**config.mk**
```make
export PLATFORM = sky130hd
export DESIGN_NAME = buffered_spi_master_core_flat
export DESIGN_NICKNAME = d
export VERILOG_FILES = /design/src/sv/bsm_pkg.sv /design/src/sv/bsm_ifs.sv /design/src/sv/bsm_queue.sv /design/src/sv/buffered_spi_master_core.sv /design/src/flat_wrapper.sv
export VERILOG_INCLUDE_DIRS = /design/src /design/src/sv
export SDC_FILE = /design/constraint.sdc
export NUM_CORES = 1
export LEC_CHECK = 0
export BUFFER_PORTS_ARGS = -buffer_cell sky130_fd_sc_hd__buf_2
export CORE_MARGIN = 2
export CORE_UTILIZATION = 48
export CTS_BUF_LIST = sky130_fd_sc_hd__clkbuf_16
export DETAILED_ROUTE_END_ITERATION = 10
export GPL_TIMING_DRIVEN = 0
export MAX_ROUTING_LAYER = met4
export PLACE_DENSITY = 0.72
export SLEW_MARGIN = 20
export SYNTH_ARGS = -nofsm -noshare
export SYNTH_HDL_FRONTEND = slang
export SYNTH_SLANG_ARGS = --single-unit
```
**constraint.sdc**
```tcl
create_clock -name i_clk -period 4.15 [get_ports i_clk]
set_input_delay 0.83 -clock i_clk [delete_from_list [all_inputs] [get_ports i_clk]]
set_output_delay 0.83 -clock i_clk [all_outputs]
set_load 0.02 [all_outputs]
```
**src/sv/buffered_spi_master_core_assert.svh**
```systemverilog
// assertion helpers for the buffered spi master
// both sample on i_clk and stay quiet while i_rst_n is low
`ifndef BUFFERED_SPI_MASTER_CORE_ASSERT_SVH
`define BUFFERED_SPI_MASTER_CORE_ASSERT_SVH

// consequent must hold in the same cycle as the antecedent
`define BSM_ASSERT_NOW(label, ante, cons, msg) \
    label: assert property (@(posedge i_clk) disable iff (!i_rst_n) (ante) |-> (cons)) \
        else $error(msg);

// consequent must hold in the cycle after the antecedent
`define BSM_ASSERT_NEXT(label, ante, cons, msg) \
    label: assert property (@(posedge i_clk) disable iff (!i_rst_n) (ante) |=> (cons)) \
        else $error(msg);

`endif

```
**src/sv/bsm_pkg.sv**
```systemverilog
`timescale 1ns / 1ps

package bsm_pkg;

    localparam int QUEUE_DEPTH = 16;
    localparam int PTR_W       = $clog2(QUEUE_DEPTH);
    localparam int FILL_W      = $clog2(QUEUE_DEPTH + 1);
    localparam int WORD_W      = 16;
    localparam int DIV_W       = 8;
    localparam int BITS_W      = 5;
    localparam int CFG_INDEX_W = 8;
    localparam int CFG_DATA_W  = 8;

    // host operation codes
    localparam logic [1:0] OP_NONE  = 2'd0;
    localparam logic [1:0] OP_PUSH  = 2'd1;
    localparam logic [1:0] OP_POP   = 2'd2;
    localparam logic [1:0] OP_CLEAR = 2'd3;

    // configuration register indexes
    localparam logic [CFG_INDEX_W-1:0] CFG_SPI_MODE     = 8'd0;
    localparam logic [CFG_INDEX_W-1:0] CFG_WORD16       = 8'd1;
    localparam logic [CFG_INDEX_W-1:0] CFG_CLOCK_DIVIDE = 8'd2;
    localparam logic [CFG_INDEX_W-1:0] CFG_ENABLE       = 8'd3;

    typedef struct packed {
        logic push;
        logic pop;
    } t_queue_ctl;

endpackage

```
**src/sv/bsm_ifs.sv**
```systemverilog
`timescale 1ns / 1ps

// host item channel
interface bsm_in_if;
    logic                        valid;
    logic                        ready;
    logic [1:0]                  opcode;
    logic [bsm_pkg::WORD_W-1:0]  write_data;
    logic                        miso;

    modport source (output valid, output opcode, output write_data, output miso, input ready);
    modport sink   (input valid, input opcode, input write_data, input miso, output ready);
endinterface

// result channel
interface bsm_out_if;
    logic                        valid;
    logic                        ready;
    logic                        sclk;
    logic                        mosi;
    logic [bsm_pkg::WORD_W-1:0]  read_data;
    logic                        read_valid;
    logic                        push_accepted;
    logic [bsm_pkg::FILL_W-1:0]  tx_count;
    logic [bsm_pkg::FILL_W-1:0]  rx_count;
    logic                        busy_res;
    logic                        overflow;

    modport source (output valid, output sclk, output mosi, output read_data,
                    output read_valid, output push_accepted, output tx_count,
                    output rx_count, output busy_res, output overflow, input ready);
    modport sink   (input valid, input sclk, input mosi, input read_data,
                    input read_valid, input push_accepted, input tx_count,
                    input rx_count, input busy_res, input overflow, output ready);
endinterface

// configuration write channel
interface bsm_cfg_if;
    logic                             valid;
    logic                             ready;
    logic [bsm_pkg::CFG_INDEX_W-1:0]  index;
    logic [bsm_pkg::CFG_DATA_W-1:0]   data;

    modport source (output valid, output index, output data, input ready);
    modport sink   (input valid, input index, input data, output ready);
endinterface

```
**src/sv/bsm_queue.sv**
```systemverilog
`timescale 1ns / 1ps

// ring queue, oldest entry always visible at the head
module bsm_queue (
    input  logic                          i_clk,
    input  logic                          i_rst_n,
    input  bsm_pkg::t_queue_ctl           i_ctl,
    input  logic [bsm_pkg::WORD_W-1:0]    i_push_data,
    output logic [bsm_pkg::WORD_W-1:0]    o_head_data,
    output logic [bsm_pkg::FILL_W-1:0]    o_fill
);

    logic [bsm_pkg::WORD_W-1:0] r_mem [bsm_pkg::QUEUE_DEPTH];
    logic [bsm_pkg::PTR_W-1:0]  r_head, n_head;
    logic [bsm_pkg::PTR_W-1:0]  r_tail, n_tail;
    logic [bsm_pkg::FILL_W-1:0] r_fill, n_fill;

    localparam logic [bsm_pkg::PTR_W-1:0] LAST_PTR = bsm_pkg::PTR_W'(bsm_pkg::QUEUE_DEPTH - 1);

    always_comb begin
        n_head = r_head;
        n_tail = r_tail;
        if (i_ctl.pop) begin
            n_head = (r_head == LAST_PTR) ? '0 : r_head + 1'b1;
        end
        if (i_ctl.push) begin
            n_tail = (r_tail == LAST_PTR) ? '0 : r_tail + 1'b1;
        end
        n_fill = r_fill + bsm_pkg::FILL_W'(i_ctl.push) - bsm_pkg::FILL_W'(i_ctl.pop);
    end

    always_ff @(posedge i_clk) begin
        if (!i_rst_n) begin
            r_head <= '0;
            r_tail <= '0;
            r_fill <= '0;
        end else begin
            r_head <= n_head;
            r_tail <= n_tail;
            r_fill <= n_fill;
        end
    end

    // storage, no reset
    always_ff @(posedge i_clk) begin
        if (i_ctl.push) begin
            r_mem[r_tail] <= i_push_data;
        end
    end

    assign o_head_data = r_mem[r_head];
    assign o_fill      = r_fill;

endmodule

```
**src/sv/buffered_spi_master_core.sv**
```systemverilog
`timescale 1ns / 1ps
// buffered spi master: one host item per clock while results are taken, one result per item
// an item is held in the input stage, then its result in the result register
// throughput: one item every cycle unless the result channel stalls; the next state is combinational
// reset: synchronous, active low; clears config to defaults, queue counts, shifter and flags
// queue storage is not cleared, only entries covered by the fill counts are ever read

module buffered_spi_master_core (
    input  logic       i_clk,
    input  logic       i_rst_n,
    bsm_in_if.sink     i_in,
    bsm_out_if.source  o_out,
    bsm_cfg_if.sink    i_cfg
);

`include "buffered_spi_master_core_assert.svh"

    // configuration registers
    logic [1:0]                      r_spi_mode;
    logic                            r_word16;
    logic [bsm_pkg::DIV_W-1:0]       r_clock_divide;
    logic                            r_enable;

    // input stage
    logic                            r_in_valid;
    logic [1:0]                      r_in_opcode;
    logic [bsm_pkg::WORD_W-1:0]      r_in_write_data;
    logic                            r_in_miso;

    // shifter state
    logic [bsm_pkg::WORD_W-1:0]      r_shift, n_shift;
    logic [bsm_pkg::BITS_W-1:0]      r_bits, n_bits;
    logic [bsm_pkg::DIV_W-1:0]       r_div, n_div;
    logic                            r_clock_level, n_clock_level;
    logic                            r_mosi, n_mosi;
    logic                            r_busy, n_busy;
    logic                            r_wide, n_wide;
    logic                            r_overflow, n_overflow;

    // result register
    logic                            r_out_valid;
    logic                            r_out_sclk;
    logic                            r_out_mosi;
    logic [bsm_pkg::WORD_W-1:0]      r_out_read_data;
    logic                            r_out_read_valid;
    logic                            r_out_push_accepted;
    logic [bsm_pkg::FILL_W-1:0]      r_out_tx_count;
    logic [bsm_pkg::FILL_W-1:0]      r_out_rx_count;
    logic                            r_out_busy;
    logic                            r_out_overflow;

    // datapath
    logic                            w_adv;
    logic                            w_push_ok, w_pop_ok, w_tx_take;
    logic                            w_finish, w_rx_push, w_drop;
    logic                            w_leading, w_sample;
    logic                            w_idle_lvl, w_cke;
    logic [bsm_pkg::FILL_W-1:0]      w_tx_fill, w_rx_fill;
    logic [bsm_pkg::FILL_W-1:0]      w_tx_fill_pushed, w_rx_fill_popped;
    logic [bsm_pkg::FILL_W-1:0]      n_tx_fill, n_rx_fill;
    logic [bsm_pkg::WORD_W-1:0]      w_tx_head, w_rx_head, w_tx_word;
    logic [bsm_pkg::DIV_W-1:0]       w_div_eff;
    logic [bsm_pkg::DIV_W:0]         w_div_inc;
    bsm_pkg::t_queue_ctl             w_tx_ctl, w_rx_ctl;

    localparam logic [bsm_pkg::FILL_W-1:0] FULL_FILL = bsm_pkg::FILL_W'(bsm_pkg::QUEUE_DEPTH);

    // ---------------------------------------------------------------
    // configuration port, always ready; the user is to write it only while idle, the block does not enforce this
    // ---------------------------------------------------------------
    assign i_cfg.ready = 1'b1;

    always_ff @(posedge i_clk) begin
        if (!i_rst_n) begin
            r_spi_mode     <= 2'd0;
            r_word16       <= 1'b0;
            r_clock_divide <= bsm_pkg::DIV_W'(1);
            r_enable       <= 1'b0;
        end else if (i_cfg.valid) begin
            unique case (i_cfg.index)
                bsm_pkg::CFG_SPI_MODE:     r_spi_mode     <= i_cfg.data[1:0];
                bsm_pkg::CFG_WORD16:       r_word16       <= i_cfg.data[0];
                bsm_pkg::CFG_CLOCK_DIVIDE: r_clock_divide <= i_cfg.data;
                bsm_pkg::CFG_ENABLE:       r_enable       <= i_cfg.data[0];
                default: ; // unknown index, ignored
            endcase
        end
    end

    // ---------------------------------------------------------------
    // handshake: the input stage advances when the result register is
    // free or being emptied in the same cycle
    // ---------------------------------------------------------------
    assign w_adv      = r_in_valid && (!r_out_valid || o_out.ready);
    assign i_in.ready = !r_in_valid || w_adv;

    always_ff @(posedge i_clk) begin
        if (!i_rst_n) begin
            r_in_valid <= 1'b0;
        end else if (i_in.ready) begin
            r_in_valid <= i_in.valid;
        end
    end

    // payload of the input stage needs no reset
    always_ff @(posedge i_clk) begin
        if (i_in.ready && i_in.valid) begin
            r_in_opcode     <= i_in.opcode;
            r_in_write_data <= i_in.write_data;
            r_in_miso       <= i_in.miso;
        end
    end

    // ---------------------------------------------------------------
    // host operation first: push into transmit queue or pop receive queue
    // ---------------------------------------------------------------
    assign w_push_ok        = (r_in_opcode == bsm_pkg::OP_PUSH) && (w_tx_fill != FULL_FILL);
    assign w_pop_ok         = (r_in_opcode == bsm_pkg::OP_POP) && (w_rx_fill != '0);
    assign w_tx_fill_pushed = w_tx_fill + bsm_pkg::FILL_W'(w_push_ok);
    assign w_rx_fill_popped = w_rx_fill - bsm_pkg::FILL_W'(w_pop_ok);

    // an idle shifter may take the word pushed on this very tick
    assign w_tx_take = !r_busy && r_enable && (w_tx_fill_pushed != '0);
    assign w_tx_word = (w_tx_fill == '0) ? r_in_write_data : w_tx_head;

    // ---------------------------------------------------------------
    // shifter: serial clock divider and full duplex shift register
    // ---------------------------------------------------------------
    assign w_idle_lvl = r_spi_mode[1];
    assign w_cke      = r_spi_mode[0];
    assign w_div_eff  = (r_clock_divide == '0) ? bsm_pkg::DIV_W'(1) : r_clock_divide;
    assign w_div_inc  = {1'b0, r_div} + (bsm_pkg::DIV_W + 1)'(1);

    always_comb begin
        n_shift       = r_shift;
        n_bits        = r_bits;
        n_div         = r_div;
        n_clock_level = r_clock_level;
        n_mosi        = r_mosi;
        n_busy        = r_busy;
        n_wide        = r_wide;
        w_leading     = 1'b0;
        w_sample      = 1'b0;
        w_finish      = 1'b0;
        if (!r_busy) begin
            // idle: clock sits at the mode's idle level, mosi holds unless a word starts with cke set
            n_clock_level = w_idle_lvl;
            if (w_tx_take) begin
                n_wide  = r_word16;
                n_shift = r_word16 ? w_tx_word : {8'h00, w_tx_word[7:0]};
                n_bits  = r_word16 ? bsm_pkg::BITS_W'(16) : bsm_pkg::BITS_W'(8);
                n_div   = '0;
                n_busy  = 1'b1;
                if (w_cke) begin
                    // cke set: the first bit is presented before the leading edge
                    n_mosi = r_word16 ? w_tx_word[15] : w_tx_word[7];
                end
            end
        end else if (w_div_inc >= {1'b0, w_div_eff}) begin
            // half period over: toggle the serial clock
            n_div         = '0;
            n_clock_level = !r_clock_level;
            w_leading     = (n_clock_level != w_idle_lvl);
            w_sample      = w_leading ? w_cke : !w_cke;
            if (w_sample) begin
                if (r_bits != '0) begin
                    n_shift = r_wide ? {r_shift[14:0], r_in_miso}
                                     : {8'h00, r_shift[6:0], r_in_miso};
                    n_bits  = r_bits - 1'b1;
                end
            end else if (r_bits != '0) begin
                n_mosi = r_wide ? r_shift[15] : r_shift[7];
            end
            // word ends on a trailing edge once every bit is sampled
            if (!w_leading && (n_bits == '0)) begin
                n_busy   = 1'b0;
                w_finish = 1'b1;
            end
        end else begin
            n_div = w_div_inc[bsm_pkg::DIV_W-1:0];
        end
    end

    // finished word goes to the receive queue, or is dropped when full
    assign w_rx_push  = w_finish && (w_rx_fill_popped != FULL_FILL);
    assign w_drop     = w_finish && !w_rx_push;
    // a drop on the same tick wins over a clear
    assign n_overflow = (r_overflow && (r_in_opcode != bsm_pkg::OP_CLEAR)) || w_drop;

    assign n_tx_fill = w_tx_fill_pushed - bsm_pkg::FILL_W'(w_tx_take);
    assign n_rx_fill = w_rx_fill_popped + bsm_pkg::FILL_W'(w_rx_push);

    // queue controls only move on an advancing item
    assign w_tx_ctl.push = w_adv && w_push_ok;
    assign w_tx_ctl.pop  = w_adv && w_tx_take;
    assign w_rx_ctl.push = w_adv && w_rx_push;
    assign w_rx_ctl.pop  = w_adv && w_pop_ok;

    bsm_queue u_tx_queue (
        .i_clk       (i_clk),
        .i_rst_n     (i_rst_n),
        .i_ctl       (w_tx_ctl),
        .i_push_data (r_in_write_data),
        .o_head_data (w_tx_head),
        .o_fill      (w_tx_fill)
    );

    bsm_queue u_rx_queue (
        .i_clk       (i_clk),
        .i_rst_n     (i_rst_n),
        .i_ctl       (w_rx_ctl),
        .i_push_data (n_shift),
        .o_head_data (w_rx_head),
        .o_fill      (w_rx_fill)
    );

    // shifter state registers
    always_ff @(posedge i_clk) begin
        if (!i_rst_n) begin
            r_shift       <= '0;
            r_bits        <= '0;
            r_div         <= '0;
            r_clock_level <= 1'b0;
            r_mosi        <= 1'b0;
            r_busy        <= 1'b0;
            r_wide        <= 1'b0;
            r_overflow    <= 1'b0;
        end else if (w_adv) begin
            r_shift       <= n_shift;
            r_bits        <= n_bits;
            r_div         <= n_div;
            r_clock_level <= n_clock_level;
            r_mosi        <= n_mosi;
            r_busy        <= n_busy;
            r_wide        <= n_wide;
            r_overflow    <= n_overflow;
        end
    end

    // ---------------------------------------------------------------
    // result register
    // ---------------------------------------------------------------
    always_ff @(posedge i_clk) begin
        if (!i_rst_n) begin
            r_out_valid <= 1'b0;
        end else if (w_adv) begin
            r_out_valid <= 1'b1;
        end else if (o_out.ready) begin
            r_out_valid <= 1'b0;
        end
    end

    always_ff @(posedge i_clk) begin
        if (w_adv) begin
            r_out_sclk          <= n_clock_level;
            r_out_mosi          <= n_mosi;
            r_out_read_data     <= w_pop_ok ? w_rx_head : '0;
            r_out_read_valid    <= w_pop_ok;
            r_out_push_accepted <= w_push_ok;
            r_out_tx_count      <= n_tx_fill;
            r_out_rx_count      <= n_rx_fill;
            r_out_busy          <= n_busy;
            r_out_overflow      <= n_overflow;
        end
    end

    assign o_out.valid         = r_out_valid;
    assign o_out.sclk          = r_out_sclk;
    assign o_out.mosi          = r_out_mosi;
    assign o_out.read_data     = r_out_read_data;
    assign o_out.read_valid    = r_out_read_valid;
    assign o_out.push_accepted = r_out_push_accepted;
    assign o_out.tx_count      = r_out_tx_count;
    assign o_out.rx_count      = r_out_rx_count;
    assign o_out.busy_res      = r_out_busy;
    assign o_out.overflow      = r_out_overflow;

    // ---------------------------------------------------------------
    // checks
    // ---------------------------------------------------------------
    `BSM_ASSERT_NEXT(a_tx_fill_hold, !w_adv, $stable(w_tx_fill), "tx fill moved without a transfer")
    `BSM_ASSERT_NOW(a_rx_fill_bound, 1'b1, w_rx_fill <= FULL_FILL, "rx fill beyond queue depth")
    `BSM_ASSERT_NOW(a_byte_clean, r_busy && !r_wide, r_shift[15:8] == 8'h00, "byte word has high bits")
    `BSM_ASSERT_NOW(a_single_op, r_out_valid, !(r_out_read_valid && r_out_push_accepted), "pop and push in one result")

endmodule

```
**src/flat_wrapper.sv**
```systemverilog
// flat-port wrapper written by rule: the top's interface ports become plain ports
module buffered_spi_master_core_flat 
  (i_clk, i_rst_n, i_in_valid, i_in_opcode, i_in_write_data, i_in_miso, i_in_ready, o_out_valid, o_out_sclk, o_out_mosi, o_out_read_data, o_out_read_valid, o_out_push_accepted, o_out_tx_count, o_out_rx_count, o_out_busy_res, o_out_overflow, o_out_ready, i_cfg_valid, i_cfg_index, i_cfg_data, i_cfg_ready);
  bsm_in_if i_in_i ();
  bsm_out_if o_out_i ();
  bsm_cfg_if i_cfg_i ();
  input  logic i_clk;
  input  logic i_rst_n;
  input wire logic [$bits(i_in_i.valid)-1:0] i_in_valid;
  input wire logic [$bits(i_in_i.opcode)-1:0] i_in_opcode;
  input wire logic [$bits(i_in_i.write_data)-1:0] i_in_write_data;
  input wire logic [$bits(i_in_i.miso)-1:0] i_in_miso;
  output wire logic [$bits(i_in_i.ready)-1:0] i_in_ready;
  output wire logic [$bits(o_out_i.valid)-1:0] o_out_valid;
  output wire logic [$bits(o_out_i.sclk)-1:0] o_out_sclk;
  output wire logic [$bits(o_out_i.mosi)-1:0] o_out_mosi;
  output wire logic [$bits(o_out_i.read_data)-1:0] o_out_read_data;
  output wire logic [$bits(o_out_i.read_valid)-1:0] o_out_read_valid;
  output wire logic [$bits(o_out_i.push_accepted)-1:0] o_out_push_accepted;
  output wire logic [$bits(o_out_i.tx_count)-1:0] o_out_tx_count;
  output wire logic [$bits(o_out_i.rx_count)-1:0] o_out_rx_count;
  output wire logic [$bits(o_out_i.busy_res)-1:0] o_out_busy_res;
  output wire logic [$bits(o_out_i.overflow)-1:0] o_out_overflow;
  input wire logic [$bits(o_out_i.ready)-1:0] o_out_ready;
  input wire logic [$bits(i_cfg_i.valid)-1:0] i_cfg_valid;
  input wire logic [$bits(i_cfg_i.index)-1:0] i_cfg_index;
  input wire logic [$bits(i_cfg_i.data)-1:0] i_cfg_data;
  output wire logic [$bits(i_cfg_i.ready)-1:0] i_cfg_ready;
  assign i_in_i.valid = i_in_valid;
  assign i_in_i.opcode = i_in_opcode;
  assign i_in_i.write_data = i_in_write_data;
  assign i_in_i.miso = i_in_miso;
  assign i_in_ready = i_in_i.ready;
  assign o_out_valid = o_out_i.valid;
  assign o_out_sclk = o_out_i.sclk;
  assign o_out_mosi = o_out_i.mosi;
  assign o_out_read_data = o_out_i.read_data;
  assign o_out_read_valid = o_out_i.read_valid;
  assign o_out_push_accepted = o_out_i.push_accepted;
  assign o_out_tx_count = o_out_i.tx_count;
  assign o_out_rx_count = o_out_i.rx_count;
  assign o_out_busy_res = o_out_i.busy_res;
  assign o_out_overflow = o_out_i.overflow;
  assign o_out_i.ready = o_out_ready;
  assign i_cfg_i.valid = i_cfg_valid;
  assign i_cfg_i.index = i_cfg_index;
  assign i_cfg_i.data = i_cfg_data;
  assign i_cfg_ready = i_cfg_i.ready;
  buffered_spi_master_core u_core (.i_clk(i_clk), .i_rst_n(i_rst_n), .i_in(i_in_i), .o_out(o_out_i), .i_cfg(i_cfg_i));
endmodule
```
# After elaboration in Yosys (flattened, before gate mapping)
# Memory sizes are Yosys's and may differ from the RTL's. A register that Yosys moved wholly into a read port is not among the register bits.
# Cells that the tools add are included.
# word_totals
register_bits	109
latch_bits	0
ram_bits	512
romBits	0
inputBits	40
out_inout_bits	35
elab_cells	154
memories	2
# classes
n_addsub	14
mul	0
div_mod_pow	0
magnitude_cmp	1
n_eq_ne	14
n_shift	0
mux	50
n_bitwise	1
reduce_logical	41
# memory_table
memory	words	width	rd	rd_clocked_by_memory_dff	write_ports	line	source
u_core.u_rx_queue.r_mem	16	16	1	1	1	bsm_queue.sv:13	logic [bsm_pkg::WORD_W-1:0] r_mem [bsm_pkg::QUEUE_DEPTH];
u_core.u_tx_queue.r_mem	16	16	1	1	1	bsm_queue.sv:13	
# ops
op	count
16-bit 2-to-1 mux	8
5-bit 2-to-1 mux	8
8-bit 2-to-1 mux	4
1-bit 2-to-1 mux	24
4-bit 2-to-1 mux	6
5-bit by 1-bit adder with 5-bit output	4
5-bit by 1-bit subtractor with 5-bit output	4
4-bit by 1-bit adder with 4-bit output, second input constant	4
4-bit == test, second input constant	4
8-bit by 2-bit == test with 1-bit output, second input constant	2
8-bit logical NOT	2
5-bit nonzero test	3
1-bit logical AND	14
5-bit logical NOT	2
5-bit != test, second input constant	2
2-bit AND reduction	5
8-bit by 1-bit adder with 9-bit output, second input constant	1
9-bit by 8-bit greater-or-equal comparator with 1-bit output	1
8-bit by 1-bit == test with 1-bit output, second input constant	1
1-bit logical NOT	8
3-bit AND reduction	2
5-bit by 1-bit subtractor with 5-bit output, second input constant	1
2-bit != test, second input constant	2
2-bit nonzero test	2
5 further kinds	7

# Logic depth before layout (Yosys ltp)
# logic_depth
word_depth	15
ltp_mapped	23
ltp_nobuf	20

# Modules after synthesis
# A second synthesis with hierarchy kept.
# unflattened
cells_unflattened	1566
hier_area_um2	26813.2
# by_module_without_submodules
module	n_inst	cells_per_inst	area_each_um2	seq_area_each_um2
bsm_queue (u_core.u_tx_queue)	1	495	10656.5	8027.7
bsm_queue (u_core.u_rx_queue)	1	495	10586.4	8027.7
buffered_spi_master_core	1	576	5570.3	2492.4

# Worst setup path after synthesis
# OpenSTA, ideal clock, no wires.
# synth_path
kind	register -> register
from	register u_core.u_rx_queue.r_fill, in the netlist u_core.u_rx_queue.o_fill[2]
to	register u_core.u_rx_queue.r_fill, in the netlist u_core.u_rx_queue.o_fill[4]
setup_time_ns	0.132
arrival_ns	4.447
required_time_ns	4.018
path_slack_ns	-0.430
path_stages_with_launch	24
n_path_buf	3
synth_period_minus_slack_ns	4.580
cell_sequence	dfxtp_1 -> inv_1 -> ha_1 -> or4b_2 -> nand3_1 -> clkbuf_1 -> clkbuf_1 -> inv_1 -> ha_1 -> ha_1 -> nand2b_1 -> and3b_1 -> o2111ai_1 -> nand3_1 -> nor2_2 -> buf_2 -> ha_1 -> inv_1 -> fa_1 -> nor2_1 -> nor2_1 -> nor2_1 -> or3_1 -> a21oi_1
# synth_between
elab_chain_len	8
word_cells_on_any_way	9
classes_between	3 x add/sub; 1 x eq/ne; 5 x reduce/logical
# synth_lines
item	line	source
from (decl)	bsm_queue.sv:16	logic [bsm_pkg::FILL_W-1:0] r_fill, n_fill;
from (signal assigned)	bsm_queue.sv:40	r_fill <= n_fill;
5-bit nonzero test (*)	buffered_spi_master_core.sv:118	assign w_pop_ok = (r_in_opcode == bsm_pkg::OP_POP) && (w_rx_fill != '0);
1-bit logical AND (*)	buffered_spi_master_core.sv:118	
net u_core.w_pop_ok	buffered_spi_master_core.sv:54	logic w_push_ok, w_pop_ok, w_tx_take;
5-bit by 1-bit subtractor with 5-bit output	buffered_spi_master_core.sv:120	assign w_rx_fill_popped = w_rx_fill - bsm_pkg::FILL_W'(w_pop_ok);
5-bit != test	buffered_spi_master_core.sv:185	assign w_rx_push = w_finish && (w_rx_fill_popped != FULL_FILL);
1-bit logical AND	buffered_spi_master_core.sv:185	
1-bit logical AND	buffered_spi_master_core.sv:196	assign w_rx_ctl.push = w_adv && w_rx_push;
5-bit by 1-bit adder with 5-bit output	bsm_queue.sv:29	n_fill = r_fill + bsm_pkg::FILL_W'(i_ctl.push) - bsm_pkg::FILL_W'(i_ctl.pop);
5-bit by 1-bit subtractor with 5-bit output (*)	bsm_queue.sv:29	
# The timed path passes the listed nets; every way through them passes the cells marked *.
# A chain may end at the register's enable or synchronous reset.

# Worst setup path after layout
# layout_path
from	register u_core.u_rx_queue.r_fill, in the netlist u_core.u_rx_queue.o_fill[3]
to	memory u_core.u_rx_queue.r_mem[13][10] (netlist bit) (enable)
# layout_between
elab_chain_len	8
# layout_lines
item	line	source
5-bit nonzero test	buffered_spi_master_core.sv:118	
1-bit logical AND	buffered_spi_master_core.sv:118	
net u_core.w_pop_ok	buffered_spi_master_core.sv:54	
5-bit by 1-bit subtractor with 5-bit output	buffered_spi_master_core.sv:120	
5-bit != test	buffered_spi_master_core.sv:185	
1-bit logical AND	buffered_spi_master_core.sv:185	
1-bit logical AND	buffered_spi_master_core.sv:196	
1-bit 2-to-1 mux	bsm_queue.sv:46	if (i_ctl.push) begin
1-bit 2-to-1 mux (not written as such)	bsm_queue.sv:47	r_mem[r_tail] <= i_push_data;
to (decl)	bsm_queue.sv:13	
# The timed path passes the listed nets, and every way through them passes these cells.

==> summary.txt <==
Outcome
  • Status: completed

Placement
  • Final HPWL DP: 38.2 mm
  • Dpl cells: 2344
  • Place WS: -1.06 ns
  • Gpl congestion: 0.910
  • IO buf count: 73

Floorplan
  • # rows: 86
  • Die height: 239 um
  • Placeable Area: 54900 sq um
  • Num ports: 75
  • Die W: 239 um
  • Total Die Area: 57200 sq um
  • Starting Density: 0.484

Timing
  • Setup violators final: 0
  • Setup ws final: 0.0928 ns
  • Clock period minus worst slack: 4.06 ns
  • Worst-Margin Slew: 1.17 ns
  • Pins over their slew limit: 0
  • Fmax: 246 MHz
  • Clk_skew: 0.0256 ns
  • Slew HR: 0.207
  • Hold Violations, Final: 0
  • Fin crit share: 0.978

Critical path
  • R2r startpoint: u_core.u_rx_queue.o_fill[3]
  • CP endpoint kind: register
  • Crit path from: u_core.u_rx_queue.o_fill[3]
  • Reg2reg path depth: 14
  • R2R Path End: u_core.u_rx_queue.r_mem[13][10]
  • R2R setup slack: 0.09 ns
  • Critical Path AT: 4.30 ns
  • Crit path capture: u_core.u_rx_queue.r_mem[13][10]
  • CP Class: register to register
  • Critical Path Source Type: register
  • CP Data Required Time: 4.39 ns
  • Crit path max fanout: 16

Worst hold path
  • HP Start: i_in_opcode[1]
  • Worst min path class: input pin to register

Synth
  • Yosys cell types: 69
  • Number of synthesized flops with an enable pin: 563
  • Seq/Total Area, Yosys: 0.695
  • Synth Instances: 1541
  • Yosys reg bits: 641
  • Avg Synthesized Cell Area: 17.2 sq um
  • Post-synth top area cell: edfxtp_1
  • Synthesis Warnings: 0
  • Synth area leaders: edfxtp_1 (64%), mux4_2 (12%), dfxtp_1 (5.9%), mux2i_1 (2.2%), ha_1 (2.1%)
  • Post-synth ARST share: 0
  • Syn Nets: 1628
  • Synthesized area: 26600 sq um
  • Ys flop type: edfxtp_1
  • Count leader, synth: edfxtp_1
  • Most instantiated cells after synthesis: edfxtp_1 (563), mux4_2 (144), dfxtp_1 (78)
  • Yosys top cell area share: 0.637

GRT
  • GR Overflow Total: 0
  • M3 GR Usage: 0.0287
  • Largest net degree at the start of global routing: 25
  • GRT Max-Usage Layer: met2
  • Initial antenna violation count: 0
  • Global Route Usage Sum: 0.213
  • Vias in the first global route: 14531
  • Met1 Resource Use GR: 0.274
  • M2 GR Usage: 0.361
  • First-pass GRT wire length: 88.2 mm

Final layout
  • Multi-input gate area: 7910 sq um
  • Layout cells sized above 1: 0.258
  • Fill count: 4151
  • Final net count: 1806
  • Register area: 18500 sq um
  • Diodes inserted: 0
  • Non-filler instance count after layout: 2472
  • Area grow syn2layout: 15.1%

Clock tree
  • Clock Sinks: 641
  • Worst-skew pair later-pin latency: 0.64 ns
  • Clock Tree Buf Depth: 3
  • Root Driver: clkbuf_16
  • TritonCTS clock tree: built
  • H-Tree Level Count: 2
  • CTS buffer count: 61
  • Clk pin slew, worst setup/hold paths: 0.07 ns

Drt
  • Drt pass-1 iters: 5
  • Routed WL: 59.1 mm
  • Via count: 14547
  • Drt first-iter violations: 1276
  • ANT nets after route: 0
  • Routed length per placed instance: 23.9 um
  • Vias per cell: 5.88
  • DRC errors left: 0

Job
  • Maxcap violations: 0

Power
  • Max rail drop VDD: 451 uV
  • PwrDens: 440 nW/um^2
  • Pwr Total: 0.0135 W
  • Static Leak: 9.84 nW
sequential cells by signal (all words and copies together), names as in the netlist, 2 cells and up, named ones only:
register,flops
u_core.u_rx_queue.r_tail,4
u_core.u_rx_queue.o_fill,5
u_core.r_in_opcode,2
u_core.u_tx_queue.r_head,4
u_core.r_div,8
u_core.r_clock_divide,8
u_core.o_out.tx_count,5
u_core.o_out.rx_count,5
u_core.u_tx_queue.r_tail,4
u_core.u_rx_queue.r_head,4
u_core.u_tx_queue.r_mem,256
u_core.r_bits,5
u_core.u_tx_queue.o_fill,5
u_core.r_shift,16
u_core.o_out.read_data,16
u_core.r_in_write_data,16
u_core.u_rx_queue.r_mem,256
u_core.r_spi_mode,2
logic make-up (layout without fill, tap and decap cells):
family | Yosys count | in the layout | synth area share
buffers and inverters | 128 | 355 | 0.0192
adder cells (fa/ha/maj) | 47 | 47 | 0.0227
other | 1 | 1 | 0.000141
AO/OA/AOI/OAI | 186 | 186 | 0.0458
flip-flops | 641 | 641 | 0.695
multiplexers | 214 | 214 | 0.149
XOR/XNOR | 31 | 31 | 0.0108
AND/OR/NAND/NOR | 293 | 293 | 0.0568
worst max-delay path: stages, from the launching register on:
cell	delay [ns]
dfxtp_4	0.35
inv_4	0.07
ha_4	0.15
or4b_4	0.48
nand3_4	0.16
clkinvlp_4	0.17
ha_4	0.20
ha_4	0.17
nand2b_4	0.14
and3b_2	0.23
o2111ai_4	0.31
nand3_4	0.12
nor2_4	0.16
buf_6	0.13
and3_1	0.82
cell usage in the layout, fill, tap and decap left out, drive strengths merged, types with 4 or more instances in the layout:
| master | netlist | routed |
|---|---|---|
| a21o | 24 | 24 |
| nand2 | 69 | 69 |
| nand2b | 7 | 7 |
| a211oi | 4 | 4 |
| xnor2 | 9 | 9 |
| mux2i | 59 | 59 |
| nor2 | 70 | 70 |
| a221oi | 7 | 7 |
| or3 | 6 | 6 |
| nand4 | 5 | 5 |
| edfxtp | 563 | 563 |
| nand3 | 23 | 23 |
| mux4 | 144 | 144 |
| a31oi | 13 | 13 |
| nor4b | 4 | 4 |
| a21oi | 41 | 41 |
| o2111ai | 8 | 8 |
| inv | 51 | 64 |
| clkbuf | 50 | 107 |
| nor2b | 22 | 22 |
| clkinv | 0 | 27 |
| nor3 | 16 | 16 |
| xor2 | 21 | 21 |
| bufinv | 0 | 8 |
| dfxtp | 78 | 78 |
| o221ai | 8 | 8 |
| ha | 45 | 45 |
| o21ai | 43 | 43 |
| and2 | 13 | 13 |
| o22ai | 9 | 9 |
| and3 | 34 | 34 |
| mux2 | 11 | 11 |
| buf | 27 | 146 |
layout make-up:
cell class,instances,share of cell area
inverter,51,0.00655
sequential,641,0.604
multi-input combinational,772,0.259
tap,704,0.0288
clock inverter,51,0.0153
buffer,72,0.0101
clock buffer,61,0.0499
timing repair buffer,120,0.0262
report_power, final:
| part | switching [W] | total, W | leakage [nW] | internal [W] |
|---|---|---|---|---|
| Combinational | 0.000436 | 0.000731 | 3.33 | 0.000294 |
| Clock | 0.00240 | 0.00557 | 1.01 | 0.00317 |
| Sequential | 0.0000711 | 0.00715 | 5.50 | 0.00708 |
timing repair:
item	in CTS	in global routing
setup buffers	9	12
endpoints found under the setup margin	428	182
pin swaps	10	15
resized for setup	51	19
endpoints found under the hold margin	0	0
hold buffers	0	0
worst min path at each step:
stage | end | slack (ns) | cells past startpoint
3_3_place_gp | u_core.r_overflow | 0.46 | 2
6_report | u_core.r_in_opcode[1] | 0.38 | 1
4_1_cts | u_core.r_in_write_data[13] | 0.35 | 1
3_5_place_dp | u_core.r_overflow | 0.47 | 2
5_1_grt | u_core.r_in_opcode[1] | 0.36 | 1
2_1_floorplan | u_core.r_clock_divide[0] | 0.45 | 2
metal layers:
metal | part of all wire | vias to the layer above
met5 | 0 | -
met1 | 0.41 | 7438
met2 | 0.51 | 529
met4 | 0.021 | 0
li1 | - | 6488
met3 | 0.059 | 92
per-stage QoR:
stage               area, sq um  utilization  TNS, ns  hold slack, ns
finish                    30600        0.557        0           0.377
floorplan                 26600            -  -0.0968           0.447
CTS                       30400        0.554        0           0.348
detailed placement        28200        0.513  -286.00           0.474
global route              30600        0.557  -0.0613           0.362
global placement          27800        0.507  -379.40           0.463
Power figures use the tool's default switching activity.
